$ cat config.mk
export PLATFORM = sky130hd
export DESIGN_NAME = base64_stream_encoder
export DESIGN_NICKNAME = d
export VERILOG_FILES = /design/src/rtl/core/b64e_pkg.sv /design/src/rtl/core/b64e_front.sv /design/src/rtl/core/b64e_queue.sv /design/src/rtl/core/b64e_back.sv /design/src/rtl/core/base64_stream_encoder.sv
export SDC_FILE = /design/constraint.sdc
export NUM_CORES = 1
export LEC_CHECK = 0
export BUFFER_PORTS_ARGS = -buffer_cell sky130_fd_sc_hd__buf_2
export CORE_AREA = 2 2 104 106
export DETAILED_ROUTE_END_ITERATION = 10
export DIE_AREA = 0 0 106 108
export PLACE_DENSITY_LB_ADDON = 0.25
export SLEW_MARGIN = 20
export SYNTH_ARGS = -nofsm -noshare
export SYNTH_HDL_FRONTEND = slang
export SYNTH_HIERARCHICAL = 1
export SYNTH_SLANG_ARGS = --single-unit
$ cat constraint.sdc
create_clock -name clk -period 2.4 [get_ports clk]
set_input_delay 0 -clock clk [delete_from_list [all_inputs] [get_ports clk]]
set_output_delay 0 -clock clk [all_outputs]
set_load 0.005 [all_outputs]
$ cat src/rtl/core/b64e_pkg.sv
// ----------------------------------------------------------------------------
// b64e_pkg
// Types, constants and the character mapping shared by the encoder modules.
// ----------------------------------------------------------------------------
package b64e_pkg;

	localparam int unsigned QUEUE_DEPTH = 2;
	localparam int unsigned QPTR_W      = (QUEUE_DEPTH > 1) ? $clog2(QUEUE_DEPTH) : 1;
	localparam int unsigned QCNT_W      = $clog2(QUEUE_DEPTH + 1);

	localparam logic [6:0] PAD_CODE = 7'd61;  // '='

	typedef struct packed {
		logic [7:0] data_byte;
		logic       final_byte;
	} byte_item_t;

	typedef struct packed {
		logic [6:0] char_code;
		logic       final_char;
	} char_item_t;

	// One group of three bytes ready to be turned into four characters
	typedef struct packed {
		logic [7:0] b0;
		logic [7:0] b1;
		logic [7:0] b2;
		logic [1:0] n_pad;  // trailing '=' count: 0, 1 or 2
		logic       last;
	} group_t;

	typedef struct packed {
		logic full;
		logic empty;
	} queue_status_t;

	typedef struct packed {
		logic [1:0] fill;
	} front_status_t;

	typedef struct packed {
		logic [1:0] idx;
	} back_status_t;

	// Standard alphabet: A-Z, a-z, 0-9, '+', '/'
	function automatic logic [6:0] sextet_to_ascii(input logic [5:0] v);
		logic [6:0] v7;
		logic [6:0] code;
		v7 = {1'b0, v};
		if (v < 6'd26) begin
			code = v7 + 7'd65;
		end else if (v < 6'd52) begin
			code = v7 + 7'd71;
		end else if (v < 6'd62) begin
			code = v7 - 7'd4;
		end else if (v == 6'd62) begin
			code = 7'd43;
		end else begin
			code = 7'd47;
		end
		return code;
	endfunction

endpackage

$ cat src/rtl/core/b64e_front.sv
// ----------------------------------------------------------------------------
// b64e_front
// Collects bytes into three-byte groups and hands each finished or
// terminated group to the queue.
// ----------------------------------------------------------------------------
module b64e_front
	import b64e_pkg::*;
(
	input  logic          clk,
	input  logic          arst_n,
	input  logic          byte_valid,
	output logic          byte_stall,
	input  byte_item_t    byte_data,
	input  queue_status_t q_stat,
	output logic          push,
	output group_t        push_grp,
	output front_status_t fe_stat
);

	logic [1:0] fill_q;
	logic [7:0] held0_q;
	logic [7:0] held1_q;
	logic       take;

	assign byte_stall     = q_stat.full;
	assign take           = byte_valid && !q_stat.full;
	assign fe_stat.fill   = fill_q;

	always_comb begin
		push     = 1'b0;
		push_grp = '{b0: byte_data.data_byte, b1: 8'd0, b2: 8'd0, n_pad: 2'd2, last: 1'b1};
		case (fill_q)
			2'd1: begin
				push_grp.b0    = held0_q;
				push_grp.b1    = byte_data.data_byte;
				push_grp.n_pad = 2'd1;
				push           = take && byte_data.final_byte;
			end
			2'd2: begin
				push_grp.b0    = held0_q;
				push_grp.b1    = held1_q;
				push_grp.b2    = byte_data.data_byte;
				push_grp.n_pad = 2'd0;
				push_grp.last  = byte_data.final_byte;
				push           = take;
			end
			default: begin
				push = take && byte_data.final_byte;
			end
		endcase
	end

	always_ff @(posedge clk or negedge arst_n) begin
		if (!arst_n) begin
			fill_q <= 2'd0;
		end else if (take) begin
			if (byte_data.final_byte || fill_q == 2'd2) begin
				fill_q <= 2'd0;
			end else if (fill_q == 2'd1) begin
				fill_q <= 2'd2;
			end else begin
				fill_q <= 2'd1;
			end
		end
	end

	// hold bytes of an unfinished group
	always_ff @(posedge clk) begin
		if (take && !byte_data.final_byte) begin
			if (fill_q == 2'd1) begin
				held1_q <= byte_data.data_byte;
			end else if (fill_q != 2'd2) begin
				held0_q <= byte_data.data_byte;
			end
		end
	end

endmodule

$ cat src/rtl/core/b64e_queue.sv
// ----------------------------------------------------------------------------
// b64e_queue
// Short group queue between the byte collector and the character serialiser.
// ----------------------------------------------------------------------------
module b64e_queue
	import b64e_pkg::*;
(
	input  logic          clk,
	input  logic          arst_n,
	input  logic          push,
	input  group_t        push_grp,
	input  logic          pop,
	output group_t        head,
	output queue_status_t q_stat
);

	group_t              entry_q [QUEUE_DEPTH];
	logic [QPTR_W-1:0]   wr_ptr_q;
	logic [QPTR_W-1:0]   rd_ptr_q;
	logic [QCNT_W-1:0]   count_q;

	assign q_stat.full  = (count_q == QCNT_W'(QUEUE_DEPTH));
	assign q_stat.empty = (count_q == '0);
	assign head         = entry_q[rd_ptr_q];

	function automatic logic [QPTR_W-1:0] next_ptr(input logic [QPTR_W-1:0] p);
		return (p == QPTR_W'(QUEUE_DEPTH - 1)) ? '0 : p + QPTR_W'(1);
	endfunction

	always_ff @(posedge clk or negedge arst_n) begin
		if (!arst_n) begin
			wr_ptr_q <= '0;
			rd_ptr_q <= '0;
			count_q  <= '0;
		end else begin
			if (push) begin
				wr_ptr_q <= next_ptr(wr_ptr_q);
			end
			if (pop) begin
				rd_ptr_q <= next_ptr(rd_ptr_q);
			end
			if (push && !pop) begin
				count_q <= count_q + QCNT_W'(1);
			end else if (pop && !push) begin
				count_q <= count_q - QCNT_W'(1);
			end
		end
	end

	always_ff @(posedge clk) begin
		if (push) begin
			entry_q[wr_ptr_q] <= push_grp;
		end
	end

endmodule

$ cat src/rtl/core/b64e_back.sv
// ----------------------------------------------------------------------------
// b64e_back
// Serialises the head group into four characters, one per cycle while
// char_stall is low, through a registered output.
// ----------------------------------------------------------------------------
module b64e_back
	import b64e_pkg::*;
(
	input  logic          clk,
	input  logic          arst_n,
	input  group_t        head,
	input  queue_status_t q_stat,
	output logic          pop,
	output logic          char_valid,
	input  logic          char_stall,
	output char_item_t    char_data,
	output back_status_t  bk_stat
);

	logic [1:0] idx_q;
	logic       out_valid_q;
	char_item_t out_q;
	logic       advance;
	logic [5:0] sextet;
	char_item_t next_char;

	assign advance      = !out_valid_q || !char_stall;
	assign pop          = advance && !q_stat.empty && (idx_q == 2'd3);
	assign char_valid   = out_valid_q;
	assign char_data    = out_q;
	assign bk_stat.idx  = idx_q;

	always_comb begin
		case (idx_q)
			2'd0:    sextet = head.b0[7:2];
			2'd1:    sextet = {head.b0[1:0], head.b1[7:4]};
			2'd2:    sextet = {head.b1[3:0], head.b2[7:6]};
			default: sextet = head.b2[5:0];
		endcase
		// pad from the end: idx >= 4 - n_pad
		if ({1'b0, idx_q} + {1'b0, head.n_pad} >= 3'd4) begin
			next_char.char_code = PAD_CODE;
		end else begin
			next_char.char_code = sextet_to_ascii(sextet);
		end
		next_char.final_char = head.last && (idx_q == 2'd3);
	end

	always_ff @(posedge clk or negedge arst_n) begin
		if (!arst_n) begin
			idx_q       <= 2'd0;
			out_valid_q <= 1'b0;
		end else if (advance) begin
			out_valid_q <= !q_stat.empty;
			if (!q_stat.empty) begin
				idx_q <= idx_q + 2'd1;
			end
		end
	end

	always_ff @(posedge clk) begin
		if (advance) begin
			out_q <= next_char;
		end
	end

endmodule

$ cat src/rtl/core/base64_stream_encoder.sv
// ----------------------------------------------------------------------------
// base64_stream_encoder
// Streaming Base64 encoder with '=' padding and an end-of-message flag.
//
//  channel | direction | payload      | handshake
//  --------+-----------+--------------+-------------------------
//  byte    | in        | byte_item_t  | byte_valid / byte_stall
//  char    | out       | char_item_t  | char_valid / char_stall
//
//  Bytes are taken one per cycle until the two-entry group queue fills.
//  Characters leave one per cycle while char_stall is low; the output
//  serialiser sets the sustained rate.
//  Each character is formed combinationally from the queue head and registered in out_q.
//  Reset clears the group fill, queue pointers and output valid.
//  A stall on the output holds the serialiser; the byte side stalls only
//  once the queue is full.
// ----------------------------------------------------------------------------
module base64_stream_encoder
	import b64e_pkg::*;
(
	input  logic       clk,
	input  logic       arst_n,
	input  logic       byte_valid,
	output logic       byte_stall,
	input  byte_item_t byte_data,
	output logic       char_valid,
	input  logic       char_stall,
	output char_item_t char_data
);

	queue_status_t q_stat;
	front_status_t fe_stat;
	back_status_t  bk_stat;
	group_t        push_grp;
	group_t        head;
	logic          push;
	logic          pop;

	b64e_front u_front (
		.clk        (clk),
		.arst_n     (arst_n),
		.byte_valid (byte_valid),
		.byte_stall (byte_stall),
		.byte_data  (byte_data),
		.q_stat     (q_stat),
		.push       (push),
		.push_grp   (push_grp),
		.fe_stat    (fe_stat)
	);

	b64e_queue u_queue (
		.clk      (clk),
		.arst_n   (arst_n),
		.push     (push),
		.push_grp (push_grp),
		.pop      (pop),
		.head     (head),
		.q_stat   (q_stat)
	);

	b64e_back u_back (
		.clk        (clk),
		.arst_n     (arst_n),
		.head       (head),
		.q_stat     (q_stat),
		.pop        (pop),
		.char_valid (char_valid),
		.char_stall (char_stall),
		.char_data  (char_data),
		.bk_stat    (bk_stat)
	);

	a_no_overflow: assert property (@(posedge clk) disable iff (!arst_n)
		push |-> !q_stat.full)
		else $error("group pushed into full queue");

	a_no_underflow: assert property (@(posedge clk) disable iff (!arst_n)
		pop |-> (!q_stat.empty && bk_stat.idx == 2'd3))
		else $error("group popped out of turn");

	a_fill_range: assert property (@(posedge clk) disable iff (!arst_n)
		fe_stat.fill != 2'd3)
		else $error("group fill out of range");

	a_pad_run: assert property (@(posedge clk) disable iff (!arst_n)
		(char_valid && !char_stall && char_data.char_code == PAD_CODE
			&& !char_data.final_char)
		|=> (char_valid && char_data.char_code == PAD_CODE))
		else $error("padding run broken");

endmodule
==> results of run 1 <==
==> logic make-up (layout without fill, tap and decap cells) <==
kind of cell,Yosys count,in the layout,synth area share (%)
flops,87,87,61.73
simple gates,61,61,7.641
compound gates,60,60,10.08
mux,34,34,10.89
buf+inv,28,103,4.272
fa+ha+maj,13,13,3.911
xor+xnor,7,7,1.474
==> timing repair <==
action | 4_1_cts | 5_1_grt
endpoints found under the setup margin | 6 | 6
cloned | 1 | 0
hold buffers | 9 | 0
pin swaps | 7 | 7
setup buffers | 3 | 3
resized for setup | 15 | 5
endpoints found under the hold margin | 25 | 0
==> stage by stage <==
| step | cells | utilization (%) | setup WS (ns) |
|---|---|---|---|
| 2_1_floorplan | 290 | - | -0.1997 |
| 3_3_place_gp | 469 | 45.29 | -0.1725 |
| 3_5_place_dp | 469 | 45.29 | -0.1589 |
| 4_1_cts | 498 | 49.52 | -0.1521 |
| 5_1_grt | 501 | 49.92 | -0.4019 |
| 6_report | 501 | 49.92 | -0.2450 |
==> registers in the layout (all words and copies together), names as in the netlist <==
signal and flops:
u_queue/count_q 2, u_back/bk_stat 2, u_queue/rd_ptr_q 1, u_front/fe_stat 2
u_front/held0_q 8, u_front/held1_q 8, u_queue/wr_ptr_q 1, u_back/char_valid 1
u_queue/entry_q 54, u_back/char_data 8
==> synthesized netlist by cell type (3+ instances only) <==
cell type	n	area (sq um)
a211oi_1	3	22.52
a21oi_1	3	15.01
a222oi_1	5	50.05
a22o_1	3	26.28
a22oi_1	9	67.56
a31oi_1	3	18.77
and2_1	11	68.82
buf_4	4	30.03
buf_6	3	33.78
dfrtp_1	9	225.2
edfxtp_1	78	2342
ha_1	13	162.7
inv_1	15	56.30
mux2_2	11	123.9
mux2_4	19	285.3
mux2i_1	3	30.03
nand2_1	17	63.81
nand3_1	5	25.02
nor2_1	15	56.30
o21ai_0	17	85.08
o21ai_1	5	25.02
xnor2_1	3	26.28
xor2_1	4	35.03
==> report_power, final <==
group	total [W]	internal, W	switching (W)	leakage (nW)
sequential	0.00234	0.00219	0.000147	0.828
clock	0.00119	0.000684	0.000501	0.118
combinational	0.00400	0.00198	0.00202	1.00
==> cell type report <==
cell class	count	area share, %
sequential	87	50.29
multi-input combinational	175	29.64
timing repair buffer	70	10.78
tap	136	3.332
clock buffer	9	2.425
clock inverter	7	2.180
inverter	17	1.347
==> final timing paths <==
check,start,end,cells after the start
max in group asynchronous,arst_n,u_queue/rd_ptr_q,2
worst max-delay path,u_queue/rd_ptr_q,u_back/char_data[4],9
worst min-delay path,char_stall,u_back/bk_stat[0],3
worst max register to register,u_queue/rd_ptr_q,u_back/char_data[4],9
min in group asynchronous,arst_n,u_front/fe_stat[1],2
worst min register to register,u_queue/count_q[1],u_queue/count_q[1],1
==> worst max-delay path, stage by stage, from the launching register on <==
cell and delay (ns):
dfrtp_2 0.47, buf_12 0.17, buf_4 0.13, mux2_4 0.29, a222oi_1 0.44, mux2_4 0.31, a211oi_4 0.07, buf_4 0.15
a2111o_1 0.40, nand3_1 0.08
==> metal layers <==
metal | GRT usage (%) | wire length, um | vias up
met2 | 23.23 | 3685 | 60
li1 | - | - | 1234
met1 | 18.19 | 3397 | 1198
met4 | 5.921 | 136 | 0
met5 | 0 | 0 | -
met3 | 2.712 | 334 | 12
==> out/metrics.yaml, run 1 <==
run_status:
  status: "finished, violations left"
  violations: "negative setup slack"
detailed_routing:
  drt_iter0_markers: 237
  wirelength_um: 7554
  num_vias: 2504
  wire_per_inst_um: 15.08
  firstDrtPassIters: 5
  drc: 0
  ant_nets: 0
  vias_per_cell: 4.998
floorplan:
  die_x_um: 106
  num_rows: 37
  start_util_pct: 40.65
  boundaryPins: 23
  core_sq_um: 10230
  die_y_um: 108
  fp.dieArea_sq_um: 11450
timing:
  report.final.slew_viol_count: 0
  period_needed_ns: 2.645
  setup_ws_ns: -0.2450
  rsz0062_at_grt: "yes"
  setup-violations-final: 6
  hold_viol: 0
  fmax_mhz: 378.1
  fin_tns_setup_ns: -0.9490
  maxSlewHeadroom_pct: 62.02
  holdWs_ns: 0.02833
  finClkSkew_ns: 0.009478
  post-route-period-util_pct: 110.2
  worst_pin_slew_ns: 0.5697
cells_and_area:
  multi_input_area_sq_um: 1514
  layout.nets: 386
  final_common_cell: "edfxtp_1"
  area_growth_pct: 22.80
  antenna_cells: 0
  final_cell_area_sq_um: 5107
  ff_latch_area_sq_um: 2569
  layout-drive-gt1-share_pct: 35.07
  fillerInstances: 861
  mostFrequentLayoutCells: "edfxtp_1, buf_4, buf_2, mux2_4, o21ai_0"
cts:
  cts_buffers: 9
  path_clk_slew_ns: 0.08
  root_buffer: "clkbuf_8"
  cts.sinks: 87
  ctsHtreeMaxLevel: 3
  cts_tree: "done"
  cts.path.max_buffers: 2
  clkLatencyLatePin_ns: 0.35
power_and_ir_drop:
  total_power_w: 0.007524
  max-vdd-ir-drop_uv: 505.3
  p_per_area_nw_per_um2: 1473
  p_leak_nw: 1.947
placement:
  place_hpwl_um: 5219
  place_area_sq_um: 4633
  gp_congestion: 0.8303
  io_buffers: 22
synthesis:
  synth_cells: 290
  seq_area_frac_synth_pct: 61.73
  synth_edf_count: 78
  synth_fp_nets: 316
  ys_ff_latch: 87
  ys_warn_count: 6
  ys_types: 47
  syn_area_sq_um: 4159
  synth_area_per_cell_sq_um: 14.34
  async_flop_share_pct: 10.34
  synth_flop_cell: "edfxtp_1"
worst_setup_path:
  cp_max_fo: 10
  r2r_slack_ns: -0.24
  crit_type: "flop to flop"
  end_kind: "flop"
  cp.arrival_ns: 2.86
  critPathLaunchType: "flop"
  cp.required_ns: 2.61
run:
  max_cap_viol_count: 0
grt:
  grt_usage_pct: 14.03
  grt_pass1_wl_um: 12280
  antenna_found_initial: 0
  overflow: 0
  grt_pass1_vias: 2420
  grt_start_max_net_pins: 28
hold_path:
  worstHoldPathType: "input port to flop"
Power figures use the tool's default switching activity.
==> inputs of run 2 (changes only) <==
Settings changed: ABC_AREA set to 1, CORE_AREA 2 2 104 106 to 2 2 109 111, DIE_AREA 0 0 106 108 to 0 0 111 113.
==> out/metrics.yaml, run 2 <==
run_status:
  status: "completed"
synthesis:
  synth_fp_nets: 414
  synth_area_leaders: "edfxtp_1, nand2_1, mux2_4, dfrtp_1, ha_1"
  async_flop_share_pct: 10.34
  yosys.area_share.simple_pct: 19.65
  synth_top_cell_by_area: "edfxtp_1"
  synth_compound_area_share_pct: 4.543
  synth_mux_area_share_pct: 8.210
  ys_ff_latch: 87
  yosys.area_share.adder_pct: 3.558
  synth_top_family_by_area: "simple AND/OR/NAND/NOR gates"
  synth_cells: 388
  yosysMostFrequentCell: "nand2_1"
  synthTopCellsByCount: "nand2_1, edfxtp_1, inv_1, nand3_1, mux2_4"
  synth_flop_cell: "edfxtp_1"
  synth_area_per_cell_sq_um: 11.78
  synth_top_cell_area_share_pct: 51.23
  syn_area_sq_um: 4572
  ys_types: 37
  synth_edf_count: 78
  seq_area_frac_synth_pct: 56.16
  synth_xor_area_share_pct: 1.341
  ys_warn_count: 6
worst_setup_path:
  slowest_delay_ns: 0.47
  critical_path.slowest_cell: "dfrtp_2"
  cp_top_family: "simple AND/OR/NAND/NOR gates"
  critPathLaunchType: "flop"
  cp_max_fo: 5
  worstPathCellList: "clkbuf_16, mux2_4, nand2_1, nand2_1, nor2_4, nor2_8, buf_4, ha_2, o21ai_0, nor2_1, nor2_1"
  end_kind: "flop"
  cp.arrival_ns: 2.40
  crit_type: "flop to flop"
  cp.required_ns: 2.49
  crit_buf_inv: 2
grt:
  overflow: 0
  grt_start_max_net_pins: 28
  grt_usage_pct: 14.15
  antenna_found_initial: 0
  grt_pass1_vias: 2857
  grt_pass1_wl_um: 13940
floorplan:
  start_util_pct: 40.56
  boundaryPins: 23
  fp.dieArea_sq_um: 12540
  die_x_um: 111
  die_y_um: 113
  num_rows: 39
  core_sq_um: 11270
cells_and_area:
  stdcell_count: 594
  post-route-util_pct: 48.64
  mostFrequentLayoutCells: "nand2_1, edfxtp_1, inv_1"
  final_common_cell: "nand2_1"
  largest_reg_flops: 54
  antenna_cells: 0
  area_growth_pct: 19.92
  layout-drive-gt1-share_pct: 33.92
  largest_register: "u_queue/entry_q"
  layout.nets: 472
run:
  max_cap_viol_count: 0
placement:
  place_inst: 560
  place_ws_ns: 0.005518
  io_buffers: 22
  place_hpwl_um: 6023
  gp_congestion: 0.8791
power_and_ir_drop:
  p_per_area_nw_per_um2: 1513
  p_leak_nw: 2.256
  max-vdd-ir-drop_uv: 588.8
detailed_routing:
  num_vias: 2795
  drc: 0
  wire_per_inst_um: 14.68
  ant_nets: 0
  vias_per_cell: 4.705
  firstDrtPassIters: 4
  drt_iter0_markers: 105
  wirelength_um: 8718
cts:
  cts_tree: "done"
  clkLatencyLatePin_ns: 0.33
  ctsHtreeMaxLevel: 3
  cts.sinks: 87
  root_buffer: "clkbuf_16"
  cts.path.max_buffers: 2
  path_clk_slew_ns: 0.06
  cts_buffers: 9
timing:
  post-route-period-util_pct: 95.98
  period_needed_ns: 2.304
  maxSlewHeadroom_pct: 54.71
  fmax_mhz: 434.1
  finClkSkew_ns: 0.006478
  setup_ws_ns: 0.09639
  worst_pin_slew_ns: 0.6768
  report.final.slew_viol_count: 0
  hold_viol: 0
  setup-violations-final: 0
hold_path:
  worstHoldPathType: "input port to async pin"
==> run 2: cells by family (layout without fill, tap and decap cells) <==
kind of cell / Yosys count / in the layout
AND/OR/NAND/NOR: 175 / 175
adder cells (fa/ha/maj): 13 / 13
buffers and inverters: 53 / 116
XOR/XNOR: 7 / 7
AO/OA/AOI/OAI: 26 / 26
multiplexers: 27 / 27
flip-flops: 87 / 87
==> run 2: what timing repair did <==
item | in CTS | in global routing
hold endpoints to repair | 27 | 0
resized for setup | 0 | 25
hold buffers | 13 | 0
setup endpoints to repair | 0 | 7
buffers inserted | 0 | 3
==> run 2: routing by layer <==
metal  vias to the layer above  part of all wire [%]  global-route usage [%]
li1                       1415                     -                       -
met1                      1334                    45                   16.94
met2                        37                    51                   24.70
met3                         9                   2.5                   3.053
met4                         0                   1.7                   6.250
met5                         -                     0                       0
==> run 2: worst paths after layout <==
check,from,end,slack [ns],cells past startpoint
min in group clk,char_stall,u_back/char_valid,0.11,3
max in group asynchronous,arst_n,u_back/bk_stat[0],2.15,2
setup reg to reg,u_queue/rd_ptr_q,u_back/char_data[2],0.1,11
hold / removal,arst_n,u_back/char_valid,0.05,2
hold reg to reg,u_queue/count_q[1],u_queue/count_q[1],0.51,2
setup / recovery,u_queue/rd_ptr_q,u_back/char_data[2],0.1,11
==> run 2: per-stage QoR <==
stage / total power (W) / TNS (ns) / area, sq um / hold slack [ns]
6_report: 0.008297 / 0 / 5483 / 0.04650
5_1_grt: 0.008882 / -0.003390 / 5483 / 0.05281
4_1_cts: 0.007943 / 0 / 5313 / 0.03875
3_5_place_dp: 0.006515 / 0 / 4893 / -0.1283
3_3_place_gp: 0.006471 / 0 / 4893 / -0.1315
2_1_floorplan: 0.005603 / 0 / 4574 / -0.2956
==> run 2: power by group <==
group          leakage, nW  switching, W  internal, W  total (W)
registers            0.830      0.000163      0.00220    0.00236
clock network        0.142      0.000552     0.000803    0.00136
logic                 1.28       0.00265      0.00193    0.00458
total                 2.26       0.00337      0.00493    0.00830
==> run 2: final cells by class <==
cell class              instances  area, sq um
repair buffers                 57        485.5
clock inverters                 6        60.06
fillers                       971         5789
well taps                     143        178.9
inverters                      43        166.4
flip-flops and latches         87         2570
clock buffers                  10        229.0
multi-input cells             248         1793
